### config.mk
export PLATFORM = sky130hd
export DESIGN_NAME = three_mode_waveform_generator_flat
export DESIGN_NICKNAME = d
export VERILOG_FILES = /design/src/twg_pkg.sv /design/src/twg_req_if.sv /design/src/twg_rsp_if.sv /design/src/twg_core.sv /design/src/three_mode_waveform_generator.sv /design/src/flat_wrapper.sv
export SDC_FILE = /design/constraint.sdc
export NUM_CORES = 1
export LEC_CHECK = 0
export ABC_AREA = 1
export BUFFER_PORTS_ARGS = -buffer_cell sky130_fd_sc_hd__buf_2
export CAP_MARGIN = 20
export CORE_ASPECT_RATIO = 0.8
export CORE_MARGIN = 3
export CORE_UTILIZATION = 51
export CTS_BUF_LIST = sky130_fd_sc_hd__clkbuf_8
export CTS_CLUSTER_DIAMETER = 30
export DETAILED_ROUTE_END_ITERATION = 10
export PLACE_DENSITY = 0.78
export SYNTH_ARGS = -nofsm -noshare
export SYNTH_HDL_FRONTEND = slang
export SYNTH_SLANG_ARGS = --single-unit
### constraint.sdc
create_clock -name clock -period 3.9 [get_ports clock]
set_input_delay 0.195 -clock clock [delete_from_list [all_inputs] [get_ports clock]]
set_output_delay 0.195 -clock clock [all_outputs]
set_load 0.01 [all_outputs]
### src/twg_pkg.sv
// Shared types and constants for the three-mode waveform generator.
package twg_pkg;

   localparam int RAMP_W = 12;
   localparam int CNT_W  = 8;
   localparam int CSR_IDX_W  = 2;
   localparam int CSR_DATA_W = 12;

   localparam logic [RAMP_W-1:0] RAMP_STEP_RST    = 12'd128;
   localparam logic [CNT_W-1:0]  PULSE_HIGH_RST   = 8'd10;
   localparam logic [CNT_W-1:0]  PULSE_PERIOD_RST = 8'd20;

   typedef enum logic [1:0] {
      MODE_PULSE = 2'd0,
      MODE_SAW   = 2'd1,
      MODE_TRI   = 2'd2
   } twg_mode_type;

   typedef enum logic [CSR_IDX_W-1:0] {
      CSR_RAMP_STEP    = 2'd0,
      CSR_PULSE_HIGH   = 2'd1,
      CSR_PULSE_PERIOD = 2'd2
   } twg_csr_type;

   typedef struct packed {
      logic [RAMP_W-1:0] ramp_step;
      logic [CNT_W-1:0]  pulse_high_ticks;
      logic [CNT_W-1:0]  pulse_period_ticks;
   } twg_cfg_type;

endpackage

### src/twg_req_if.sv
// Input channel: button samples for one tick.
interface twg_req_if;
   logic valid;
   logic ready;
   logic button_now;
   logic button_confirm;

   modport source (output valid, output button_now, output button_confirm, input ready);
   modport sink (input valid, input button_now, input button_confirm, output ready);
endinterface

### src/twg_rsp_if.sv
// Result channel: DAC code, LED level and active mode for one tick.
interface twg_rsp_if #(
   parameter int DAC_BITS = 12
);
   logic                valid;
   logic                ready;
   logic [DAC_BITS-1:0] dac_value;
   logic                led_on;
   logic [1:0]          wave_mode;

   modport source (output valid, output dac_value, output led_on, output wave_mode,
                   input ready);
   modport sink (input valid, input dac_value, input led_on, input wave_mode,
                 output ready);
endinterface

### src/twg_core.sv
// Waveform state and next-sample logic: mode select, pulse, sawtooth, triangle.
module twg_core #(
   parameter int DAC_BITS = 12
) (
   input  logic                clock,
   input  logic                reset,
   input  logic                advance,
   input  logic                button_now,
   input  logic                button_confirm,
   input  twg_pkg::twg_cfg_type cfg,
   output logic [DAC_BITS-1:0] dac_value,
   output logic                led_on,
   output logic [1:0]          wave_mode
);

   localparam int LEVEL_W =
      ((DAC_BITS > twg_pkg::RAMP_W) ? DAC_BITS : twg_pkg::RAMP_W) + 1;
   localparam logic [DAC_BITS-1:0] FULL = '1;
   localparam logic [LEVEL_W-1:0]  FULL_EXT = LEVEL_W'(FULL);

   twg_pkg::twg_mode_type mode_ff, mode_in;
   logic                       last_ff, last_in;
   logic [twg_pkg::CNT_W-1:0]  pcount_ff, pcount_in;
   logic [DAC_BITS-1:0]        saw_ff, saw_in;
   logic [DAC_BITS-1:0]        tri_ff, tri_in;
   logic                       falling_ff, falling_in;
   logic                       led_ff, led_in;
   logic [DAC_BITS-1:0]        dac_ff, dac_in;

   logic                       press;
   logic [twg_pkg::CNT_W-1:0]  pcount_base, pcount_inc;
   logic [DAC_BITS-1:0]        saw_base, tri_base;
   logic                       falling_base;
   logic [LEVEL_W-1:0]         step_ext, saw_sum, tri_sum, tri_diff;

   always_comb begin
      press    = button_now & ~last_ff & button_confirm;
      step_ext = LEVEL_W'(cfg.ramp_step);

      mode_in = mode_ff;
      led_in  = led_ff;
      if (press) begin
         led_in = ~led_ff;
         case (mode_ff)
            twg_pkg::MODE_PULSE: mode_in = twg_pkg::MODE_SAW;
            twg_pkg::MODE_SAW:   mode_in = twg_pkg::MODE_TRI;
            default:             mode_in = twg_pkg::MODE_PULSE;
         endcase
      end
      last_in = button_now;

      // a confirmed press restarts every waveform from zero
      pcount_base  = press ? '0 : pcount_ff;
      saw_base     = press ? '0 : saw_ff;
      tri_base     = press ? '0 : tri_ff;
      falling_base = press ? 1'b0 : falling_ff;

      pcount_inc = pcount_base + 1'b1;
      saw_sum    = LEVEL_W'(saw_base) + step_ext;
      tri_sum    = LEVEL_W'(tri_base) + step_ext;
      tri_diff   = LEVEL_W'(tri_base) - step_ext;

      pcount_in  = pcount_base;
      saw_in     = saw_base;
      tri_in     = tri_base;
      falling_in = falling_base;
      dac_in     = dac_ff;

      case (mode_in)
         twg_pkg::MODE_PULSE: begin
            pcount_in = pcount_inc;
            if (pcount_inc < cfg.pulse_high_ticks) begin
               dac_in = FULL;
            end else if (pcount_inc < cfg.pulse_period_ticks) begin
               dac_in = '0;
            end else begin
               pcount_in = '0;   // end of period: DAC holds its code
            end
         end
         twg_pkg::MODE_SAW: begin
            saw_in = (saw_sum > FULL_EXT) ? '0 : saw_sum[DAC_BITS-1:0];
            dac_in = saw_in;
         end
         twg_pkg::MODE_TRI: begin
            if (!falling_base) begin
               if (tri_sum >= FULL_EXT) begin
                  tri_in     = FULL;
                  falling_in = 1'b1;
               end else begin
                  tri_in = tri_sum[DAC_BITS-1:0];
               end
            end else begin
               if (LEVEL_W'(tri_base) <= step_ext) begin
                  tri_in     = '0;
                  falling_in = 1'b0;
               end else begin
                  tri_in = tri_diff[DAC_BITS-1:0];
               end
            end
            dac_in = tri_in;
         end
         default: dac_in = dac_ff;
      endcase
   end

   always_ff @(posedge clock) begin
      if (reset) begin
         mode_ff    <= twg_pkg::MODE_PULSE;
         last_ff    <= 1'b0;
         pcount_ff  <= '0;
         saw_ff     <= '0;
         tri_ff     <= '0;
         falling_ff <= 1'b0;
         led_ff     <= 1'b0;
         dac_ff     <= '0;
      end else if (advance) begin
         mode_ff    <= mode_in;
         last_ff    <= last_in;
         pcount_ff  <= pcount_in;
         saw_ff     <= saw_in;
         tri_ff     <= tri_in;
         falling_ff <= falling_in;
         led_ff     <= led_in;
         dac_ff     <= dac_in;
      end
   end

   assign dac_value = dac_in;
   assign led_on    = led_in;
   assign wave_mode = mode_in;

   a_press_toggles_led: assert property (@(posedge clock) disable iff (reset)
      advance && press |=> led_ff != $past(led_ff))
      else $error("confirmed press did not toggle LED");

   a_idle_holds_state: assert property (@(posedge clock) disable iff (reset)
      !advance |=> $stable(mode_ff) && $stable(dac_ff) && $stable(led_ff)
                   && $stable(tri_ff) && $stable(saw_ff))
      else $error("waveform state changed without an item");

   a_tri_full_falls: assert property (@(posedge clock) disable iff (reset)
      advance && mode_in == twg_pkg::MODE_TRI && !falling_base && tri_sum >= FULL_EXT
      |=> falling_ff && tri_ff == FULL)
      else $error("triangle did not turn at full scale");

endmodule

### src/three_mode_waveform_generator.sv
// Three-mode waveform generator: one button-sample item in, one DAC sample item out.
// Accepts one item per clock while results are taken: the item is registered
// at the input, the mode, pulse, sawtooth and triangle update is worked out in
// one pass of adders and comparators, and the result lands in an output
// register. While a result is stalled, one more item can still enter the input
// register; after that req ready stays low until the result is taken. The user
// must write the csr_ registers (ramp step, pulse high count, pulse period)
// only while idle; the block itself does not enforce this.
module three_mode_waveform_generator #(
   parameter int DAC_BITS = 12
) (
   input  logic                            clock,
   input  logic                            reset,
   twg_req_if.sink                         req_chan,
   twg_rsp_if.source                       rsp_chan,
   input  logic                            csr_we,
   input  logic [twg_pkg::CSR_IDX_W-1:0]   csr_index,
   input  logic [twg_pkg::CSR_DATA_W-1:0]  csr_wdata
);

   twg_pkg::twg_cfg_type cfg_ff;

   logic                s1_valid_ff, s1_valid_in;
   logic                s1_now_ff, s1_confirm_ff;
   logic                out_valid_ff, out_valid_in;
   logic [DAC_BITS-1:0] out_dac_ff;
   logic                out_led_ff;
   logic [1:0]          out_mode_ff;

   logic                out_free, advance, req_take;
   logic [DAC_BITS-1:0] dac_next;
   logic                led_next;
   logic [1:0]          mode_next;

   always_ff @(posedge clock) begin
      if (reset) begin
         cfg_ff.ramp_step          <= twg_pkg::RAMP_STEP_RST;
         cfg_ff.pulse_high_ticks   <= twg_pkg::PULSE_HIGH_RST;
         cfg_ff.pulse_period_ticks <= twg_pkg::PULSE_PERIOD_RST;
      end else if (csr_we) begin
         case (csr_index)
            twg_pkg::CSR_RAMP_STEP:
               cfg_ff.ramp_step <= csr_wdata[twg_pkg::RAMP_W-1:0];
            twg_pkg::CSR_PULSE_HIGH:
               cfg_ff.pulse_high_ticks <= csr_wdata[twg_pkg::CNT_W-1:0];
            twg_pkg::CSR_PULSE_PERIOD:
               cfg_ff.pulse_period_ticks <= csr_wdata[twg_pkg::CNT_W-1:0];
            default: ;
         endcase
      end
   end

   assign out_free       = !out_valid_ff || rsp_chan.ready;
   assign advance        = s1_valid_ff && out_free;
   assign req_chan.ready = !s1_valid_ff || advance;
   assign req_take       = req_chan.valid && req_chan.ready;

   assign s1_valid_in  = req_take ? 1'b1 : (advance ? 1'b0 : s1_valid_ff);
   assign out_valid_in = advance ? 1'b1 : (rsp_chan.ready ? 1'b0 : out_valid_ff);

   always_ff @(posedge clock) begin
      if (reset) begin
         s1_valid_ff  <= 1'b0;
         out_valid_ff <= 1'b0;
      end else begin
         s1_valid_ff  <= s1_valid_in;
         out_valid_ff <= out_valid_in;
      end
   end

   always_ff @(posedge clock) begin
      if (req_take) begin
         s1_now_ff     <= req_chan.button_now;
         s1_confirm_ff <= req_chan.button_confirm;
      end
      if (advance) begin
         out_dac_ff  <= dac_next;
         out_led_ff  <= led_next;
         out_mode_ff <= mode_next;
      end
   end

   twg_core #(
      .DAC_BITS (DAC_BITS)
   ) u_core (
      .clock          (clock),
      .reset          (reset),
      .advance        (advance),
      .button_now     (s1_now_ff),
      .button_confirm (s1_confirm_ff),
      .cfg            (cfg_ff),
      .dac_value      (dac_next),
      .led_on         (led_next),
      .wave_mode      (mode_next)
   );

   assign rsp_chan.valid     = out_valid_ff;
   assign rsp_chan.dac_value = out_dac_ff;
   assign rsp_chan.led_on    = out_led_ff;
   assign rsp_chan.wave_mode = out_mode_ff;

   a_s1_holds_on_stall: assert property (@(posedge clock) disable iff (reset)
      s1_valid_ff && !out_free |=> s1_valid_ff && $stable(s1_now_ff)
                                   && $stable(s1_confirm_ff))
      else $error("input stage lost an item while the output was stalled");

   a_out_from_stage: assert property (@(posedge clock) disable iff (reset)
      !out_valid_ff && !s1_valid_ff |=> !out_valid_ff)
      else $error("result appeared without an item in the input stage");

   a_take_advance: assert property (@(posedge clock) disable iff (reset)
      advance |=> out_valid_ff)
      else $error("advanced item did not reach the output register");

endmodule

### src/flat_wrapper.sv
// flat-port wrapper written by rule: the top's interface ports become plain ports
module three_mode_waveform_generator_flat 
#(
   parameter int DAC_BITS = 12
)
  (clock, reset, csr_we, csr_index, csr_wdata, req_chan_valid, req_chan_button_now, req_chan_button_confirm, req_chan_ready, rsp_chan_valid, rsp_chan_dac_value, rsp_chan_led_on, rsp_chan_wave_mode, rsp_chan_ready);
  twg_req_if req_chan_i ();
  twg_rsp_if #(.DAC_BITS(DAC_BITS)) rsp_chan_i ();
  input  logic clock;
  input  logic reset;
  input  logic csr_we;
  input  logic [twg_pkg::CSR_IDX_W-1:0] csr_index;
  input  logic [twg_pkg::CSR_DATA_W-1:0] csr_wdata;
  input wire logic [$bits(req_chan_i.valid)-1:0] req_chan_valid;
  input wire logic [$bits(req_chan_i.button_now)-1:0] req_chan_button_now;
  input wire logic [$bits(req_chan_i.button_confirm)-1:0] req_chan_button_confirm;
  output wire logic [$bits(req_chan_i.ready)-1:0] req_chan_ready;
  output wire logic [$bits(rsp_chan_i.valid)-1:0] rsp_chan_valid;
  output wire logic [$bits(rsp_chan_i.dac_value)-1:0] rsp_chan_dac_value;
  output wire logic [$bits(rsp_chan_i.led_on)-1:0] rsp_chan_led_on;
  output wire logic [$bits(rsp_chan_i.wave_mode)-1:0] rsp_chan_wave_mode;
  input wire logic [$bits(rsp_chan_i.ready)-1:0] rsp_chan_ready;
  assign req_chan_i.valid = req_chan_valid;
  assign req_chan_i.button_now = req_chan_button_now;
  assign req_chan_i.button_confirm = req_chan_button_confirm;
  assign req_chan_ready = req_chan_i.ready;
  assign rsp_chan_valid = rsp_chan_i.valid;
  assign rsp_chan_dac_value = rsp_chan_i.dac_value;
  assign rsp_chan_led_on = rsp_chan_i.led_on;
  assign rsp_chan_wave_mode = rsp_chan_i.wave_mode;
  assign rsp_chan_i.ready = rsp_chan_ready;
  three_mode_waveform_generator #(.DAC_BITS(DAC_BITS)) u_core (.clock(clock), .reset(reset), .req_chan(req_chan_i), .rsp_chan(rsp_chan_i), .csr_we(csr_we), .csr_index(csr_index), .csr_wdata(csr_wdata));
endmodule
# Word level (Yosys, flattened, before mapping)
# Index checks and enable logic that the tools add are counted.
dict set report word_totals {
  regBits 96
  out_inout_bits 17
  word_cells 77
}
dict set report op_classes {
  n_addsub 4
  magnitude_cmp 5
  eq_ne 5
  n_mux 27
  n_bitwise 4
  n_reduce_logical 14
}
# op count
set op_table {}
lappend op_table {{$mux W12} 10}
lappend op_table {{$pmux W12 S3} 1}
lappend op_table {{$mux W8} 4}
lappend op_table {{$add A12 B12 Y13} 2}
lappend op_table {{$lt A8 B8 Y1} 2}
lappend op_table {{$ge A13 B12 Y1 const B} 1}
lappend op_table {{$gt A13 B12 Y1 const B} 1}
lappend op_table {{$le A12 B12 Y1} 1}
lappend op_table {{$sub A12 B12 Y12} 1}
lappend op_table {{$mux W1} 10}
lappend op_table {{$add A8 B1 Y8 const B} 1}
lappend op_table {{$eq A2 B1 Y1 const B} 3}
lappend op_table {{$logic_not A2 Y1} 3}
lappend op_table {{$reduce_and A2 Y1} 3}
lappend op_table {{$eq A2 B2 Y1 const B} 2}
lappend op_table {{$pmux W2 S2} 1}
lappend op_table {{$reduce_bool A2 Y1} 2}
lappend op_table {{$and A1 B1 Y1} 2}
lappend op_table {{$logic_and A1 B1 Y1} 2}
lappend op_table {{$logic_not A1 Y1} 2}
lappend op_table {{$logic_or A1 B1 Y1} 2}
lappend op_table {{$mux W2} 1}
lappend op_table {{$not A1 Y1} 2}

# Depth between registers and ports, before layout
dict set report logic_depth {
  word_depth 9
  mapped_depth 27
  mapped_depth_nobuf 25
}

# By module
# Synthesis repeated with hierarchy kept, for this count alone.
dict set report hier_totals {
  cells_unflattened 1041
  hier_area_um2 6877.8
}
# module instances cells_each area_per_inst_um2
set modules_own_cells {}
lappend modules_own_cells {twg_core 1 838 5094.9}
lappend modules_own_cells {three_mode_waveform_generator 1 203 1783.0}

# Worst setup path before layout
# No wires, ideal clock.
dict set report synth_path {
  kind {flip-flop to flip-flop}
  start {register u_core.s1_now_ff}
  end {register u_core.out_dac_ff[5] (netlist: u_core.rsp_chan.dac_value[5]) (data pin)}
  setup_time_ps 250
  arrival_time_ps 2962
  required_ps 3650
  path_slack_ps 688
  stages_incl_launch_ff 23
  synth_period_minus_slack_ps 3212
  cell_sequence {edfxtp_1 > nand3_4 > inv_2 > buf_6 > clkbuf_1 > nor2_1 > ha_1 > inv_1 > fa_1 > nand3b_1 > and2_1 > inv_1 > a21oi_1 > nor2_1 > nand2_1 > o21ai_2 > inv_2 > nand3_1 > nand2_1 > a21oi_1 > nand2_1 > nand2_2 > inv_1}
}
dict set report synth_via {
  elab_chain_len 8
  elab_cells_between_ends 26
}
# element line_no
set synth_rtl {}
lappend synth_rtl {{start: declaration} three_mode_waveform_generator.sv:24} ;# logic s1_now_ff, s1_confirm_ff;
lappend synth_rtl {{start signal: assignment} three_mode_waveform_generator.sv:73} ;# s1_now_ff <= req_chan.button_now;
lappend synth_rtl {{$and A1 B1 Y1 * (2 in series)} twg_core.sv:37} ;# press = button_now & ~last_ff & button_confirm;
lappend synth_rtl {{$mux W12 / $mux W8 (equally long branches)} {twg_core.sv:55, twg_core.sv:53}}
lappend synth_rtl {{$add A12 B12 Y13 / $add A8 B1 Y8 (equally long branches)} {twg_core.sv:60, twg_core.sv:58}}
lappend synth_rtl {{$ge A13 B12 Y1 / $lt A8 B8 Y1 (equally long branches)} {twg_core.sv:86, twg_core.sv:74}}
lappend synth_rtl {{$mux W12, on equally long branches} {twg_core.sv:86, twg_core.sv:74}}
lappend synth_rtl {{$mux W12, on equally long branches} {twg_core.sv:85, twg_core.sv:72}}
lappend synth_rtl {{$pmux W12 S3 *} twg_core.sv:69} ;# case (mode_in)
lappend synth_rtl {{named net u_core.dac_next[5]} three_mode_waveform_generator.sv:31} ;# logic [DAC_BITS-1:0] dac_next;
lappend synth_rtl {{end signal: assignment} three_mode_waveform_generator.sv:77} ;# out_dac_ff <= dac_next;
lappend synth_rtl {{end: declaration} three_mode_waveform_generator.sv:26} ;# logic [DAC_BITS-1:0] out_dac_ff;
# The timed path passes the listed nets; every way through them passes the cells marked *.
# A chain may end at the register's enable or synchronous reset.

# Worst setup path after layout
# Same ends and word-level chain as after synthesis.

==> flow_summary.yaml <==
clocking:
  cts_sinks: 96
  cts_buffers: 9
  cts.clk_slew.worst_paths_ps: 100
  cts_setup_buffers: 0
  cts_max_path_buffers: 2
  clk_latency_ps: 380
  cts_tree: "yes"
  htreeDepth: 3
  cts_root_buffer: "clkbuf_8"
placement:
  place_inst: 1155
  place_congestion: 0.948
  hpwlAfterDp_um: 13300
  port_buffers: 37
  dpl_worst_slack_ps: 173
setup_path:
  reg2reg_slack_ps: 340
  worst_setup_path_start_kind: "flop"
  critPathKind: "flop to flop"
  endpoint_kind: "flop"
  worstReg2RegEnd: "u_core.rsp_chan.dac_value[5]"
  critPathArrivalTime_ps: 3710
  cp_data_required_time_ps: 4050
  r2r_start: "u_core.s1_now_ff"
  path_max_fanout: 16
  reg2reg_depth: 20
synth:
  synth_flop_cell: "dfxtp_1"
  synthCells: 979
  synth_top_area_cell: "dfxtp_1"
  ys_ff_latch: 96
  synth-async-reset-ratio: 0
  synth_warnings: 0
  synth_most_common_cell: "nand2_1"
  synth_top_cell_area_share: 0.234
  synth_area_per_cell_um2: 6.89
  synthTopCellsByCount: "nand2_1, inv_1, o21ai_0"
  synth_edf_count: 17
  synth_seq_area_share: 0.310
  synth_area_um2: 6750
  netlist_top_cells_area: "dfxtp_1, nand2_1, ha_1"
  yosysUniqueCellTypes: 49
  synth_fp_nets: 1052
power:
  clock_power_share: 0.284
  powerDensity_nw_per_um2: 362
  p_int_mw: 1.71
  pwr-share-seq: 0.429
  switchingPower_mw: 0.927
  peakVddDrop_mv: 0.200
  power_frac_comb: 0.288
  finalPower_mw: 2.64
  p_sw_frac: 0.351
  p_leak_nw: 3.36
floorplan:
  io_pins: 38
  dieWidth_um: 135
  die_h_um: 109
  dieArea_um2: 14700
  core_um2: 12600
  start_util: 0.537
  rows: 36
routing:
  drc_errors: 0
  top_layer_used: "met4"
  drt_wl_total_um: 17400
  drt-vias-per-instance: 5.44
  met3_length_um: 1120
  dr_wl_met2_um: 7590
  ant_nets: 0
  dr.pass1.iters: 5
  wl_per_cell_um: 14.9
  wl_met1_um: 8600
  drt-initial-drc-count: 634
  num_vias: 6382
sta:
  post-route-min-period_ps: 3560
  finalHoldViolCount: 0
  worstMarginPinSlew_ps: 621
  finalCritPeriodShare: 0.912
  finalClockSkew_ps: 12.2
  worst_slack_ps: 341
  drv_slew: 0
  whs_ps: 50.8
  maxSlewHeadroom: 0.586
  max_freq_ghz: 0.281
  rsz0062_at_grt: "no"
  setup_tns_ps: 0
  finalSetupViolCount: 0
cells_and_area:
  nFillCells: 1163
  final_nets: 1071
  diodes: 0
  syn_to_final_growth_pct: 7.99
  layout.cells.non_filler: 1174
  drive_above_1_share: 0.135
job:
  maxCapViolCount: 0
grt:
  grt_pass1_wl_um: 28500
  first_global_vias: 5738
  track_usage: 0.241
  grt-ovfl-total: 0
  grt_max_degree: 77
  antenna_found_initial: 0
hold_path:
  hp-class: "primary input to flop"
  min_from: "csr_wdata[3]"
  whs_path_depth: 3
  min_to: "u_core.cfg_ff[11]"
status:
  outcome: "finished, final reports clean"
what timing repair did:
| item | 4_1_cts | 5_1_grt |
|---|---|---|
| endpoints found under the setup margin | 0 | 1 |
| hold buffers | 2 | 0 |
| hold endpoints to repair | 2 | 0 |
| gates resized for setup | 0 | 1 |
layout by cell type (no fill, tap or decap), drive strengths merged, types with 4 or more instances in the layout:
cell type / synthesis / final
buf: 14 / 44
o21bai: 4 / 4
clkbuf: 24 / 9
or2: 9 / 9
o211ai: 8 / 8
o21ai: 104 / 104
a21oi: 89 / 89
nor3: 9 / 9
nand4: 12 / 12
a31oi: 32 / 32
dfxtp: 79 / 79
nand3: 51 / 51
nand2: 227 / 227
inv: 142 / 145
edfxtp: 17 / 17
nor2: 78 / 78
xor2: 11 / 11
ha: 51 / 51
power groups by stage:
stage	registers [mW]	logic (mW)	clock network (mW)
floorplan	1.15	0.562	0
global placement	1.15	0.722	0
detailed placement	1.15	0.738	0
CTS	1.13	0.744	0.755
global route	1.14	0.856	0.797
finish	1.13	0.759	0.749
logic make-up after synthesis:
kind of cell | synth area share
compound gates | 0.211
simple gates | 0.259
xor+xnor | 0.0169
buf+inv | 0.105
fa+ha+maj | 0.0975
flops | 0.310
area by class of cell:
class	instances	area, um^2	share of cell area
sequential	96	2090	0.287
timing repair buffer	46	270	0.0371
tap	171	214	0.0294
multi-input combinational	703	3950	0.542
clock buffer	9	124	0.0170
clock inverter	7	103	0.0141
inverter	142	538	0.0738
worst max path at each step:
stage / from / to / slack (ps)
2_1_floorplan: u_core.s1_now_ff / u_core.rsp_chan.dac_value[5] / 690
3_3_place_gp: u_core.s1_now_ff / u_core.rsp_chan.dac_value[9] / 350
3_5_place_dp: u_core.s1_now_ff / u_core.rsp_chan.dac_value[9] / 170
4_1_cts: u_core.s1_now_ff / u_core.rsp_chan.dac_value[9] / 90
5_1_grt: u_core.s1_now_ff / u_core.rsp_chan.dac_value[5] / 50
6_report: u_core.s1_now_ff / u_core.rsp_chan.dac_value[5] / 340
per-stage QoR:
stage / instance area [um^2] / util
after global routing: 7290 / 0.580
after detailed placement: 7030 / 0.560
after floorplan: 6750 / -
final: 7290 / 0.580
after CTS: 7280 / 0.579
after global placement: 7030 / 0.560
registers in the layout, summed over array words and instances (netlist names):
signal	cells
u_core.cfg_ff	28
u_core.rsp_chan.dac_value	12
u_core.u_core.dac_ff	12
u_core.u_core.saw_ff	12
u_core.u_core.tri_ff	12
u_core.u_core.pcount_ff	8
u_core.rsp_chan.wave_mode	2
u_core.u_core.mode_ff	2
u_core.rsp_chan.led_on	1
u_core.rsp_chan.valid	1
u_core.s1_confirm_ff	1
u_core.s1_now_ff	1
u_core.s1_valid_ff	1
u_core.u_core.falling_ff	1
u_core.u_core.last_ff	1
u_core.u_core.led_ff	1
layer usage:
metal  global-route usage  up-vias
met5                    0        -
met4               0.0385        0
met2                0.381      202
met1                0.353     2883
met3               0.0415       16
li1                     -     3281
worst max-delay path, cell delays in order (launching register included):
cell	delay (ps)
edfxtp_1	440
nand3_4	160
inv_2	160
nor2_1	170
ha_1	200
inv_1	60
fa_1	400
nand3b_1	170
and2_1	170
inv_1	100
a21oi_1	100
nor2_1	120
nand2_1	90
o21ai_2	300
inv_2	150
nand3_1	140
nand2_1	60
a21oi_1	120
nand2_1	90
nand2_2	80
inv_1	40
(Power assumes the default switching activity.)
